$ cat src/rtl/ircfd_pkg.sv
// Shared types and constants of the infrared climate frame decoder.
package ircfd_pkg;

   localparam int NOM_BITS    = 16;
   localparam int TOL_BITS    = 7;
   localparam int PROD_BITS   = 24;
   localparam int NUM_WINDOWS = 5;
   localparam int CSR_ADDR_BITS = 3;

   localparam int DATA_BITS  = 35;
   localparam int POS_BITS   = 6;
   localparam logic [POS_BITS-1:0] LAST_POS  = POS_BITS'(DATA_BITS - 1);
   localparam logic [POS_BITS-1:0] RSV_FIRST = 6'd12;
   localparam logic [POS_BITS-1:0] RSV_LAST  = 6'd19;

   localparam logic [10:0] CONTROL_WORD = 11'h250;
   localparam logic [TOL_BITS-1:0] TOL_MAX = 7'd100;
   localparam logic [7:0] PERCENT_FULL = 8'd100;

   localparam logic [NOM_BITS-1:0] HDR_MARK_RESET  = 16'd9000;
   localparam logic [NOM_BITS-1:0] HDR_SPACE_RESET = 16'd4500;
   localparam logic [NOM_BITS-1:0] BIT_MARK_RESET  = 16'd650;
   localparam logic [NOM_BITS-1:0] ONE_SPACE_RESET = 16'd1650;
   localparam logic [NOM_BITS-1:0] ZERO_SPACE_RESET = 16'd550;
   localparam logic [TOL_BITS-1:0] TOL_RESET       = 7'd25;

   localparam int RSP_DATA_BITS = 24;

   // Register indexes of the configuration port; the five nominal indexes also index the window table.
   typedef enum logic [CSR_ADDR_BITS-1:0] {
      REG_HDR_MARK   = 3'd0,
      REG_HDR_SPACE  = 3'd1,
      REG_BIT_MARK   = 3'd2,
      REG_ONE_SPACE  = 3'd3,
      REG_ZERO_SPACE = 3'd4,
      REG_TOLERANCE  = 3'd5
   } reg_index_type;

   typedef enum logic [2:0] {
      ST_OK            = 3'd0,
      ST_BAD_HEADER    = 3'd1,
      ST_BAD_PULSE     = 3'd2,
      ST_RSV_SET       = 3'd3,
      ST_CTRL_MISMATCH = 3'd4
   } status_type;

   // Result item, last field in the lowest bits.
   typedef struct packed {
      logic       blow_on;
      logic       tree_icon_on;
      logic       light_on;
      logic       turbo_on;
      logic [3:0] temp_offset;
      logic       sleep_on;
      logic       swing_on;
      logic [1:0] fan_code;
      logic       power_on;
      logic [2:0] mode_code;
      status_type status;
   } result_type;

endpackage

$ cat src/rtl/ircfd_window.sv
// Tolerance window check of one measured duration against precomputed bounds.
module ircfd_window #(
   parameter int DUR_BITS = 16
) (
   input  logic [DUR_BITS-1:0]            dur,
   input  logic [ircfd_pkg::PROD_BITS-1:0] lo_prod,
   input  logic [ircfd_pkg::PROD_BITS-1:0] hi_prod,
   output logic                           match
);
   import ircfd_pkg::*;

   localparam int CMP_BITS = (DUR_BITS + 7 > PROD_BITS) ? DUR_BITS + 7 : PROD_BITS;

   logic [CMP_BITS-1:0] dur_ext;
   logic [CMP_BITS-1:0] dur_x100;
   logic                lo_ok;
   logic                hi_ok;

   // floor(P/100) <= d  is  P <= 100*d + 99;  d <= floor(Q/100)  is  100*d <= Q.
   assign dur_ext  = CMP_BITS'(dur);
   assign dur_x100 = (dur_ext << 6) + (dur_ext << 5) + (dur_ext << 2);
   assign lo_ok    = CMP_BITS'(lo_prod) <= (dur_x100 + CMP_BITS'(99));
   assign hi_ok    = dur_x100 <= CMP_BITS'(hi_prod);
   assign match    = lo_ok && hi_ok;

endmodule

$ cat src/rtl/ir_climate_frame_decoder.sv
// Top level of the infrared climate frame decoder.
//
//  Channel | Direction | Handshake            | Contents
//  req     | in        | req_tvalid/tready    | one mark/space pair, frame start in tuser
//  rsp     | out       | rsp_tvalid/tready    | status and decoded frame fields
//  csr     | in        | csr_we               | timing nominals and tolerance, write only
//
// One pair is taken every cycle while no result waits untaken. A pair lands in an input
// register at its transfer, is classified while it is held there, and any result is loaded
// into the output register when the pair leaves it. The window bounds are registered
// products of the configuration, so a write passes through the configuration and product registers.
// Reset (synchronous, active high) restores the default timing and drops any frame.
// While a result waits untaken, the pair in the input register waits too and req stalls.
module ir_climate_frame_decoder #(
   parameter int DURATION_BITS = 16
) (
   input  logic clock,
   input  logic reset,

   input  logic                                       req_tvalid,
   output logic                                       req_tready,
   // Fields from bit 0: mark_us, space_us, zero padding.
   input  logic [((2*DURATION_BITS+7)/8)*8-1:0]       req_tdata,
   // Fields: frame_start.
   input  logic                                       req_tuser,

   output logic                                       rsp_tvalid,
   input  logic                                       rsp_tready,
   // Fields from bit 0: status, mode_code, power_on, fan_code, swing_on, sleep_on,
   // temp_offset, turbo_on, light_on, tree_icon_on, blow_on, zero padding.
   output logic [ircfd_pkg::RSP_DATA_BITS-1:0]        rsp_tdata,

   input  logic                                       csr_we,
   input  logic [ircfd_pkg::CSR_ADDR_BITS-1:0]        csr_addr,
   input  logic [ircfd_pkg::NOM_BITS-1:0]             csr_wdata
);
   import ircfd_pkg::*;

   localparam int DB = DURATION_BITS;

   // Configuration registers; nominals are indexed by their register index.
   logic [NOM_BITS-1:0]  nom_ff [NUM_WINDOWS];
   logic [NOM_BITS-1:0]  nom_in [NUM_WINDOWS];
   logic [TOL_BITS-1:0]  tol_ff;
   logic [TOL_BITS-1:0]  tol_in;

   // Window bounds as n*(100-t) and n*(100+t), compared against 100*d.
   logic [TOL_BITS-1:0]  tol_eff;
   logic [7:0]           lo_fac;
   logic [7:0]           hi_fac;
   logic [PROD_BITS-1:0] lo_prod_ff [NUM_WINDOWS];
   logic [PROD_BITS-1:0] hi_prod_ff [NUM_WINDOWS];
   logic [PROD_BITS-1:0] lo_prod_in [NUM_WINDOWS];
   logic [PROD_BITS-1:0] hi_prod_in [NUM_WINDOWS];

   // Input register.
   logic          in_valid_ff, in_valid_in;
   logic          in_start_ff;
   logic [DB-1:0] in_mark_ff, in_space_ff;
   logic          req_xfer;
   logic          advance;

   // Frame state. The header always precedes the data bits, so one flag tracks
   // both an active frame and a seen header.
   logic                  active_ff, active_in;
   logic [POS_BITS-1:0]   pos_ff, pos_in;
   logic [DATA_BITS-1:0]  acc_ff, acc_in;
   logic [DATA_BITS-1:0]  acc_set;

   // Output register.
   logic       rsp_valid_ff, rsp_valid_in;
   result_type rsp_ff, rsp_in;
   logic       emit;
   result_type result;

   // Window matches.
   logic hmark_match, hspace_match, bmark_match, one_match, zero_match;
   logic hdr_ok, is_one, is_zero, reserved;

   // ---------------- configuration ----------------
   always_comb begin
      for (int i = 0; i < NUM_WINDOWS; i++) begin
         nom_in[i] = nom_ff[i];
      end
      tol_in = tol_ff;
      if (csr_we) begin
         case (reg_index_type'(csr_addr))
            REG_HDR_MARK:   nom_in[REG_HDR_MARK]   = csr_wdata;
            REG_HDR_SPACE:  nom_in[REG_HDR_SPACE]  = csr_wdata;
            REG_BIT_MARK:   nom_in[REG_BIT_MARK]   = csr_wdata;
            REG_ONE_SPACE:  nom_in[REG_ONE_SPACE]  = csr_wdata;
            REG_ZERO_SPACE: nom_in[REG_ZERO_SPACE] = csr_wdata;
            REG_TOLERANCE:  tol_in = csr_wdata[TOL_BITS-1:0];
            default: ;
         endcase
      end
   end

   always_ff @(posedge clock) begin
      if (reset) begin
         nom_ff[REG_HDR_MARK]   <= HDR_MARK_RESET;
         nom_ff[REG_HDR_SPACE]  <= HDR_SPACE_RESET;
         nom_ff[REG_BIT_MARK]   <= BIT_MARK_RESET;
         nom_ff[REG_ONE_SPACE]  <= ONE_SPACE_RESET;
         nom_ff[REG_ZERO_SPACE] <= ZERO_SPACE_RESET;
         tol_ff                 <= TOL_RESET;
      end else begin
         for (int i = 0; i < NUM_WINDOWS; i++) begin
            nom_ff[i] <= nom_in[i];
         end
         tol_ff <= tol_in;
      end
   end

   // A tolerance above 100 percent behaves as 100, which opens the lower bound to zero.
   assign tol_eff = (tol_ff > TOL_MAX) ? TOL_MAX : tol_ff;
   assign lo_fac  = PERCENT_FULL - 8'(tol_eff);
   assign hi_fac  = PERCENT_FULL + 8'(tol_eff);

   always_comb begin
      for (int i = 0; i < NUM_WINDOWS; i++) begin
         lo_prod_in[i] = PROD_BITS'(nom_ff[i]) * PROD_BITS'(lo_fac);
         hi_prod_in[i] = PROD_BITS'(nom_ff[i]) * PROD_BITS'(hi_fac);
      end
   end

   always_ff @(posedge clock) begin
      for (int i = 0; i < NUM_WINDOWS; i++) begin
         lo_prod_ff[i] <= lo_prod_in[i];
         hi_prod_ff[i] <= hi_prod_in[i];
      end
   end

   // ---------------- input register ----------------
   assign advance     = in_valid_ff && (!rsp_valid_ff || rsp_tready);
   assign req_tready  = !in_valid_ff || advance;
   assign req_xfer    = req_tvalid && req_tready;
   assign in_valid_in = req_xfer || (in_valid_ff && !advance);

   always_ff @(posedge clock) begin
      if (reset) begin
         in_valid_ff <= 1'b0;
      end else begin
         in_valid_ff <= in_valid_in;
      end
   end

   always_ff @(posedge clock) begin
      if (req_xfer) begin
         in_start_ff <= req_tuser;
         in_mark_ff  <= req_tdata[DB-1:0];
         in_space_ff <= req_tdata[2*DB-1:DB];
      end
   end

   // ---------------- pair classification ----------------
   ircfd_window #(.DUR_BITS(DB)) u_hmark (
      .dur(in_mark_ff), .lo_prod(lo_prod_ff[REG_HDR_MARK]),
      .hi_prod(hi_prod_ff[REG_HDR_MARK]), .match(hmark_match));
   ircfd_window #(.DUR_BITS(DB)) u_hspace (
      .dur(in_space_ff), .lo_prod(lo_prod_ff[REG_HDR_SPACE]),
      .hi_prod(hi_prod_ff[REG_HDR_SPACE]), .match(hspace_match));
   ircfd_window #(.DUR_BITS(DB)) u_bmark (
      .dur(in_mark_ff), .lo_prod(lo_prod_ff[REG_BIT_MARK]),
      .hi_prod(hi_prod_ff[REG_BIT_MARK]), .match(bmark_match));
   ircfd_window #(.DUR_BITS(DB)) u_one (
      .dur(in_space_ff), .lo_prod(lo_prod_ff[REG_ONE_SPACE]),
      .hi_prod(hi_prod_ff[REG_ONE_SPACE]), .match(one_match));
   ircfd_window #(.DUR_BITS(DB)) u_zero (
      .dur(in_space_ff), .lo_prod(lo_prod_ff[REG_ZERO_SPACE]),
      .hi_prod(hi_prod_ff[REG_ZERO_SPACE]), .match(zero_match));

   assign hdr_ok   = hmark_match && hspace_match;
   assign is_one   = bmark_match && one_match;
   assign is_zero  = bmark_match && zero_match;
   assign reserved = (pos_ff >= RSV_FIRST) && (pos_ff <= RSV_LAST);

   always_comb begin
      acc_set         = acc_ff;
      acc_set[pos_ff] = 1'b1;
   end

   // ---------------- frame sequencing ----------------
   always_comb begin
      active_in = active_ff;
      pos_in    = pos_ff;
      acc_in    = acc_ff;
      emit      = 1'b0;
      result    = '0;
      result.status = ST_OK;

      if (advance) begin
         if (in_start_ff) begin
            // A start always drops a partial frame silently and opens a fresh one if the header matches.
            active_in = hdr_ok;
            pos_in    = '0;
            acc_in    = '0;
            if (!hdr_ok) begin
               emit          = 1'b1;
               result.status = ST_BAD_HEADER;
            end
         end else if (active_ff) begin
            if (reserved && !is_zero) begin
               // Reserved bits must read as zero; a clean one is a distinct failure.
               emit          = 1'b1;
               result.status = is_one ? ST_RSV_SET : ST_BAD_PULSE;
            end else if (!reserved && !is_one && !is_zero) begin
               emit          = 1'b1;
               result.status = ST_BAD_PULSE;
            end else begin
               // A pair that fits both spaces counts as a one outside the reserved span.
               acc_in = (is_one && !reserved) ? acc_set : acc_ff;
               pos_in = pos_ff + 1'b1;
               if (pos_ff == LAST_POS) begin
                  emit = 1'b1;
                  if (acc_in[34:24] == CONTROL_WORD) begin
                     result.status       = ST_OK;
                     result.mode_code    = acc_in[2:0];
                     result.power_on     = acc_in[3];
                     result.fan_code     = acc_in[5:4];
                     result.swing_on     = acc_in[6];
                     result.sleep_on     = acc_in[7];
                     result.temp_offset  = acc_in[11:8];
                     result.turbo_on     = acc_in[20];
                     result.light_on     = acc_in[21];
                     result.tree_icon_on = acc_in[22];
                     result.blow_on      = acc_in[23];
                  end else begin
                     result.status = ST_CTRL_MISMATCH;
                  end
               end
            end
            // Every result ends the frame and clears its state.
            if (emit) begin
               active_in = 1'b0;
               pos_in    = '0;
               acc_in    = '0;
            end
         end
      end
   end

   always_ff @(posedge clock) begin
      if (reset) begin
         active_ff <= 1'b0;
         pos_ff    <= '0;
         acc_ff    <= '0;
      end else begin
         active_ff <= active_in;
         pos_ff    <= pos_in;
         acc_ff    <= acc_in;
      end
   end

   // ---------------- output register ----------------
   assign rsp_valid_in = emit || (rsp_valid_ff && !rsp_tready);
   assign rsp_in       = emit ? result : rsp_ff;

   always_ff @(posedge clock) begin
      if (reset) begin
         rsp_valid_ff <= 1'b0;
      end else begin
         rsp_valid_ff <= rsp_valid_in;
      end
   end

   always_ff @(posedge clock) begin
      rsp_ff <= rsp_in;
   end

   assign rsp_tvalid = rsp_valid_ff;
   assign rsp_tdata  = RSP_DATA_BITS'(rsp_ff);

endmodule

$ cat config.mk
export PLATFORM = sky130hd
export DESIGN_NAME = ir_climate_frame_decoder
export DESIGN_NICKNAME = d
export VERILOG_FILES = /design/src/rtl/ircfd_pkg.sv /design/src/rtl/ircfd_window.sv /design/src/rtl/ir_climate_frame_decoder.sv
export SDC_FILE = /design/constraint.sdc
export NUM_CORES = 2
export LEC_CHECK = 0
export ABC_AREA = 1
export BUFFER_PORTS_ARGS = -buffer_cell sky130_fd_sc_hd__buf_2
export CAP_MARGIN = 20
export CORE_ASPECT_RATIO = 0.75
export CORE_MARGIN = 3
export CORE_UTILIZATION = 55
export DETAILED_ROUTE_END_ITERATION = 12
export HOLD_SLACK_MARGIN = 0.06
export PLACE_DENSITY = 0.76
export SYNTH_ARGS = -nofsm -noshare
export SYNTH_HDL_FRONTEND = slang
export SYNTH_SLANG_ARGS = --single-unit
export TNS_END_PERCENT = 20
$ cat constraint.sdc
create_clock -name clock -period 18.1 [get_ports clock]
set_input_delay 1.81 -clock clock [delete_from_list [all_inputs] [get_ports clock]]
set_output_delay 1.81 -clock clock [all_outputs]
set_load 0.1 [all_outputs]
# After elaboration in Yosys (flattened, before gate mapping)
# Memories as Yosys holds them, arrays and structs flattened.
# Cells that the tools add are included.
# classes
n_eq_ne	9
mul	10
reduce_logical	36
muxes	50
n_addsub	9
bitwise_logic	10
n_shift	0
magnitude_cmp	15
n_div	0
# op_table
op	n
less-or-equal comparator 24 bit	10
multiplier 16 x 8 -> 24 bit	10
2-to-1 mux 35 bit	6
2-to-1 mux 16 bit	11
2-to-1 mux 80 bit	1
adder 24 x 18 -> 24 bit	2
adder 24 x 7 -> 24 bit (second input constant)	2
adder 22 x 21 -> 23 bit	2
bitwise OR 35 bit	1
2-to-1 mux 6 bit	5
2-to-1 mux 1 bit	19
2-to-1 mux 19 bit	1
logical AND 1 bit	18
2-to-1 mux 3 bit	5
== test 11 x 10 -> 1 bit (second input constant)	1
adder 7 x 7 -> 8 bit (first input constant)	1
subtractor 7 x 7 -> 8 bit (first input constant)	1
greater-than comparator 7 bit (second input constant)	1
logical NOT 1 bit	7
less-than comparator 6 x 7 -> 1 bit (second input constant)	1
2-to-1 mux 7 bit	1
OR reduction 7 bit	1
adder 6 x 1 -> 6 bit (second input constant)	1
demux 1 bit (select 6 bit)	1
other kinds (17)	30
# word_totals
register_bits	103
word_cells	163
romBits	0
mem_bits_rw	320
input_bits	57
latchBits	0
mem_count	3
# memory_table
name	words	width	rd	rd_clocked_by_memory_dff	wr	line	rtl
hi_prod_ff	5	24	5	0	5	ir_climate_frame_decoder.sv:52	logic [PROD_BITS-1:0] hi_prod_ff [NUM_WINDOWS];
lo_prod_ff	5	24	5	0	5	ir_climate_frame_decoder.sv:51	logic [PROD_BITS-1:0] lo_prod_ff [NUM_WINDOWS];
nom_ff	5	16	5	0	5	ir_climate_frame_decoder.sv:42	logic [NOM_BITS-1:0] nom_ff [NUM_WINDOWS];

# Logic depth before layout (Yosys ltp)
# logic_depth
word_depth	18
mapped_depth	47
depth_no_buf	46

# Hierarchy
# A second synthesis with hierarchy kept.
# hier_totals
cells_unflattened	8873
area_unflattened_um2	66744.0
# modules_own_cells
mod	area_per_inst_um2	cells_per_inst	seq_area_each_um2	n_inst
ir_climate_frame_decoder	52252.6	6607	8728.4	1
ircfd_window (u_bmark ...)	2886.5	453	0.0	4
ircfd_window (u_zero)	2945.3	454	0.0	1

# Worst setup path before layout
# OpenSTA, ideal clock, no wires.
# synth_path
kind	register to register
start	reg tol_ff[1]
end	mem hi_prod_ff[2][22], in the netlist hi_prod_ff[0][70]
arrival_time_ns	7.244
required_time_ns	18.028
period_less_slack_ns	7.316
slack_ns	10.784
path_buffers	3
stages_incl_launch_ff	41
cell_sequence	dfxtp_1 inv_1 a21oi_1 or2_2 nor2_1 nor2_1 nor2_1 inv_2 clkbuf_1 ha_1 nand2_1 nand2_1 nand2_1 nand2_1 inv_1 clkbuf_1 clkbuf_1 nand2_1 (+5 left out) fa_1 inv_1 ha_1 nand2_1 or2_2 o211ai_1 a21oi_1 o21bai_1 a21oi_1 inv_1 a21o_1 a31oi_1 o21ai_0 a21boi_0 o21ai_0 a21oi_1 o21ai_0 xor2_1
# synth_lines
item	line	rtl
start, declared	ir_climate_frame_decoder.sv:44	logic [TOL_BITS-1:0] tol_ff;
start signal, assigned	ir_climate_frame_decoder.sv:111	tol_ff <= tol_in;
end, declared	ir_climate_frame_decoder.sv:52	

==> impl_metrics.env <==
export IMPL_io_buffers=77
export IMPL_tightestPinTransition_ns=1.29
export IMPL_relSlewSlack=0.116
export IMPL_synth_adder_area_share=0.459
export IMPL_ctsResizeCount=0
export IMPL_area_growth_pct=6.43
export IMPL_synthMuxAreaShare=0
export IMPL_synth_simple_gate_area_frac=0.164
export IMPL_synth_area_mm2=0.0566
export IMPL_layout_commonest_cell="inv_1"
export IMPL_clock_latency_ns=0.66
export IMPL_io_pins=83
export IMPL_final_setup_viol_count=0
export IMPL_dp_hpwl_um=130000
export IMPL_wl_per_cell_um=20.0
export IMPL_ys_warn_count=0
export IMPL_routed_wl_um=165000
export IMPL_cts_buffer_depth=3
export IMPL_synth_edf_count=52
export IMPL_cts_buffers=51
export IMPL_min_path_cells=2
export IMPL_hold_viol=0
export IMPL_ys_seq_area_frac=0.154
export IMPL_grt_max_degree=66
export IMPL_final_cell_mix="inv_1, nand2_1, fa_1, ha_1, nor2_1"
export IMPL_gp_congestion=0.942
export IMPL_clock_skew_ns=0.0368
export IMPL_critPathMaxStageDelay_ns=0.65
export IMPL_post_cts_buffers=0
export IMPL_fin_nets=8499
export IMPL_r2r_cells=38
export IMPL_path_clk_slew_ns=0.06
export IMPL_postRouteAntennaNets=0
export IMPL_async_flop_share=0
export IMPL_cts_tree="done"
export IMPL_drive_above_1_share=0.0501
export IMPL_die_h_um=284
export IMPL_setup_ws_ns=8.42
export IMPL_htree_levels=2
export IMPL_hold_slack_ns=0.457
export IMPL_critPathCaptureType="flip-flop"
export IMPL_ys_types=66
export IMPL_max_vdd_ir_drop_mv=0.0920
export IMPL_power_frac_comb=0.662
export IMPL_tns_ns=0
export IMPL_die_w_um=376
export IMPL_post_route_period_util=0.535
export IMPL_crit_arrival_ns=10.24
export IMPL_sequentialPowerShare=0.184
export IMPL_place_ws_ns=8.82
export IMPL_dr_pass1_iters=6
export IMPL_synth_compound_area_frac=0.0724
export IMPL_worstSetupPathType="flip-flop to flip-flop"
export IMPL_synth_seq_cells=410
export IMPL_synth_top_family_by_area="adder cells"
export IMPL_cp_max_fo=38
export IMPL_ys_flop_type="dfxtp_1"
export IMPL_start_util=0.557
export IMPL_critPathLaunchType="flip-flop"
export IMPL_intPower_w=0.00365
export IMPL_power_w=0.00725
export IMPL_hp_class="flip-flop to flip-flop"
export IMPL_antenna_found_initial=4
export IMPL_die_area_mm2=0.107
export IMPL_cap_violations=0
export IMPL_p_leak_nw=30.9
export IMPL_rsz0062_at_grt="no"
export IMPL_synth_cells=6844
export IMPL_core_mm2=0.102
export IMPL_grt_pass1_wl_um=259000
export IMPL_dr_first_iter_drc_count=4476
export IMPL_status="finished, final reports clean"
export IMPL_grt_ovfl_total=0
export IMPL_synth_xor_area_frac=0.0398
export IMPL_crit_required_ns=18.66
export IMPL_sw_frac_of_total=0.496
export IMPL_cpMaxStageDelayCell="inv_2"
export IMPL_ctsHoldBuffers=0
export IMPL_max_freq_ghz=0.103
export IMPL_report_final_slew_viol_count=0
export IMPL_grt_usage=0.313
export IMPL_cts_root_buf="clkbuf_16"
export IMPL_num_vias=45738
export IMPL_clkSinkCount=410
export IMPL_avgSynthCellArea_um2=8.27
export IMPL_fp_row_count=101
export IMPL_route_detailed_drc=0
export IMPL_clkPwrFrac=0.153
export IMPL_finalCriticalPeriod_ns=9.68
export IMPL_grt_pass1_vias=45383
export IMPL_vias_per_cell=5.54
export IMPL_switching_power_w=0.00360
export IMPL_power_density_mw_per_mm2=120
==> through the flow <==
step                      instance area [µm²]   util  instances
final                                   60200  0.593       8254
after global routing                    60200  0.593       8252
after CTS                               60200  0.592       8250
after detailed placement                58400  0.575       8156
after global placement                  58400  0.575       8155
after floorplan                         56900      -       6927
==> cell usage after synthesis (all sizes together), types with 16 or more instances <==
master	n	area, µm²
o211ai	35	278
buf	40	214
dfxtp	358	7170
inv	1402	5260
nand3	161	891
a31oi	30	188
clkbuf	189	721
a21oi	423	2150
nand4	55	372
edfxtp	52	1560
ha	726	9080
o21bai	19	143
a21o	16	120
fa	844	16900
xnor2	62	551
nand2	1320	5080
xor2	192	1700
nor3	27	145
nor2	630	2510
nor3b	16	120
o21ai	162	815
==> per-layer routing <==
| layer | global-route usage | part of all wire | up-vias |
|---|---|---|---|
| li1 | - | - | 21009 |
| met1 | 0.475 | 0.44 | 21930 |
| met2 | 0.419 | 0.38 | 2528 |
| met3 | 0.108 | 0.15 | 269 |
| met4 | 0.0819 | 0.031 | 2 |
| met5 | 0 | 0.000079 | - |
==> cells by family after synthesis <==
kind of cell | after synthesis
AO/OA/AOI/OAI | 734
AND/OR/NAND/NOR | 2235
buffers and inverters | 1639
XOR/XNOR | 254
other | 2
adder cells (fa/ha/maj) | 1570
flip-flops | 410
==> state kept, by name, summed over array words and instances, names as in the netlist <==
name,count
acc_ff,27
in_mark_ff,16
in_start_ff,1
hi_prod_ff,115
in_space_ff,16
in_valid_ff,1
rsp_tvalid,1
active_ff,1
rsp_tdata,19
pos_ff,6
lo_prod_ff,120
tol_ff,7
nom_ff,80
==> layout make-up <==
cell class                      instances  area, µm²
Clock buffer                           67       1420
Tap cell                             1339       1680
Antenna cell                            2       5.00
Multi-Input combinational cell       4878      42000
Clock inverter                         27        338
Inverter                             1410       5290
Fill cell                            8869      41400
Sequential cell                       410       8730
Timing Repair Buffer                  121        736
==> worst paths after layout <==
check | start | end | slack (ns)
setup / recovery | tol_ff[0] | hi_prod_ff[0][46] | 8.42
hold / removal | acc_ff[24] | acc_ff[24] | 0.46
setup reg to reg | tol_ff[0] | hi_prod_ff[0][46] | 8.42
hold reg to reg | acc_ff[24] | acc_ff[24] | 0.46
==> critical path: cells and delay by family, from the launching register on <==
kind,cells,cell delay (ns)
XOR/XNOR,1,0.17
AND/OR/NAND/NOR,10,1.36
flip-flops,1,0.30
AO/OA/AOI/OAI,11,2.59
adder cells (fa/ha/maj),6,2.55
buffers and inverters,10,2.55
==> power by group through the flow <==
stage	Clock (W)	Combinational (W)	Sequential, W
floorplan	0	0.00336	0.00128
global placement	0	0.00452	0.00135
detailed placement	0	0.00467	0.00135
CTS	0.00112	0.00470	0.00133
global route	0.00116	0.00537	0.00135
finish	0.00111	0.00480	0.00134
(Power assumes the default switching activity.)
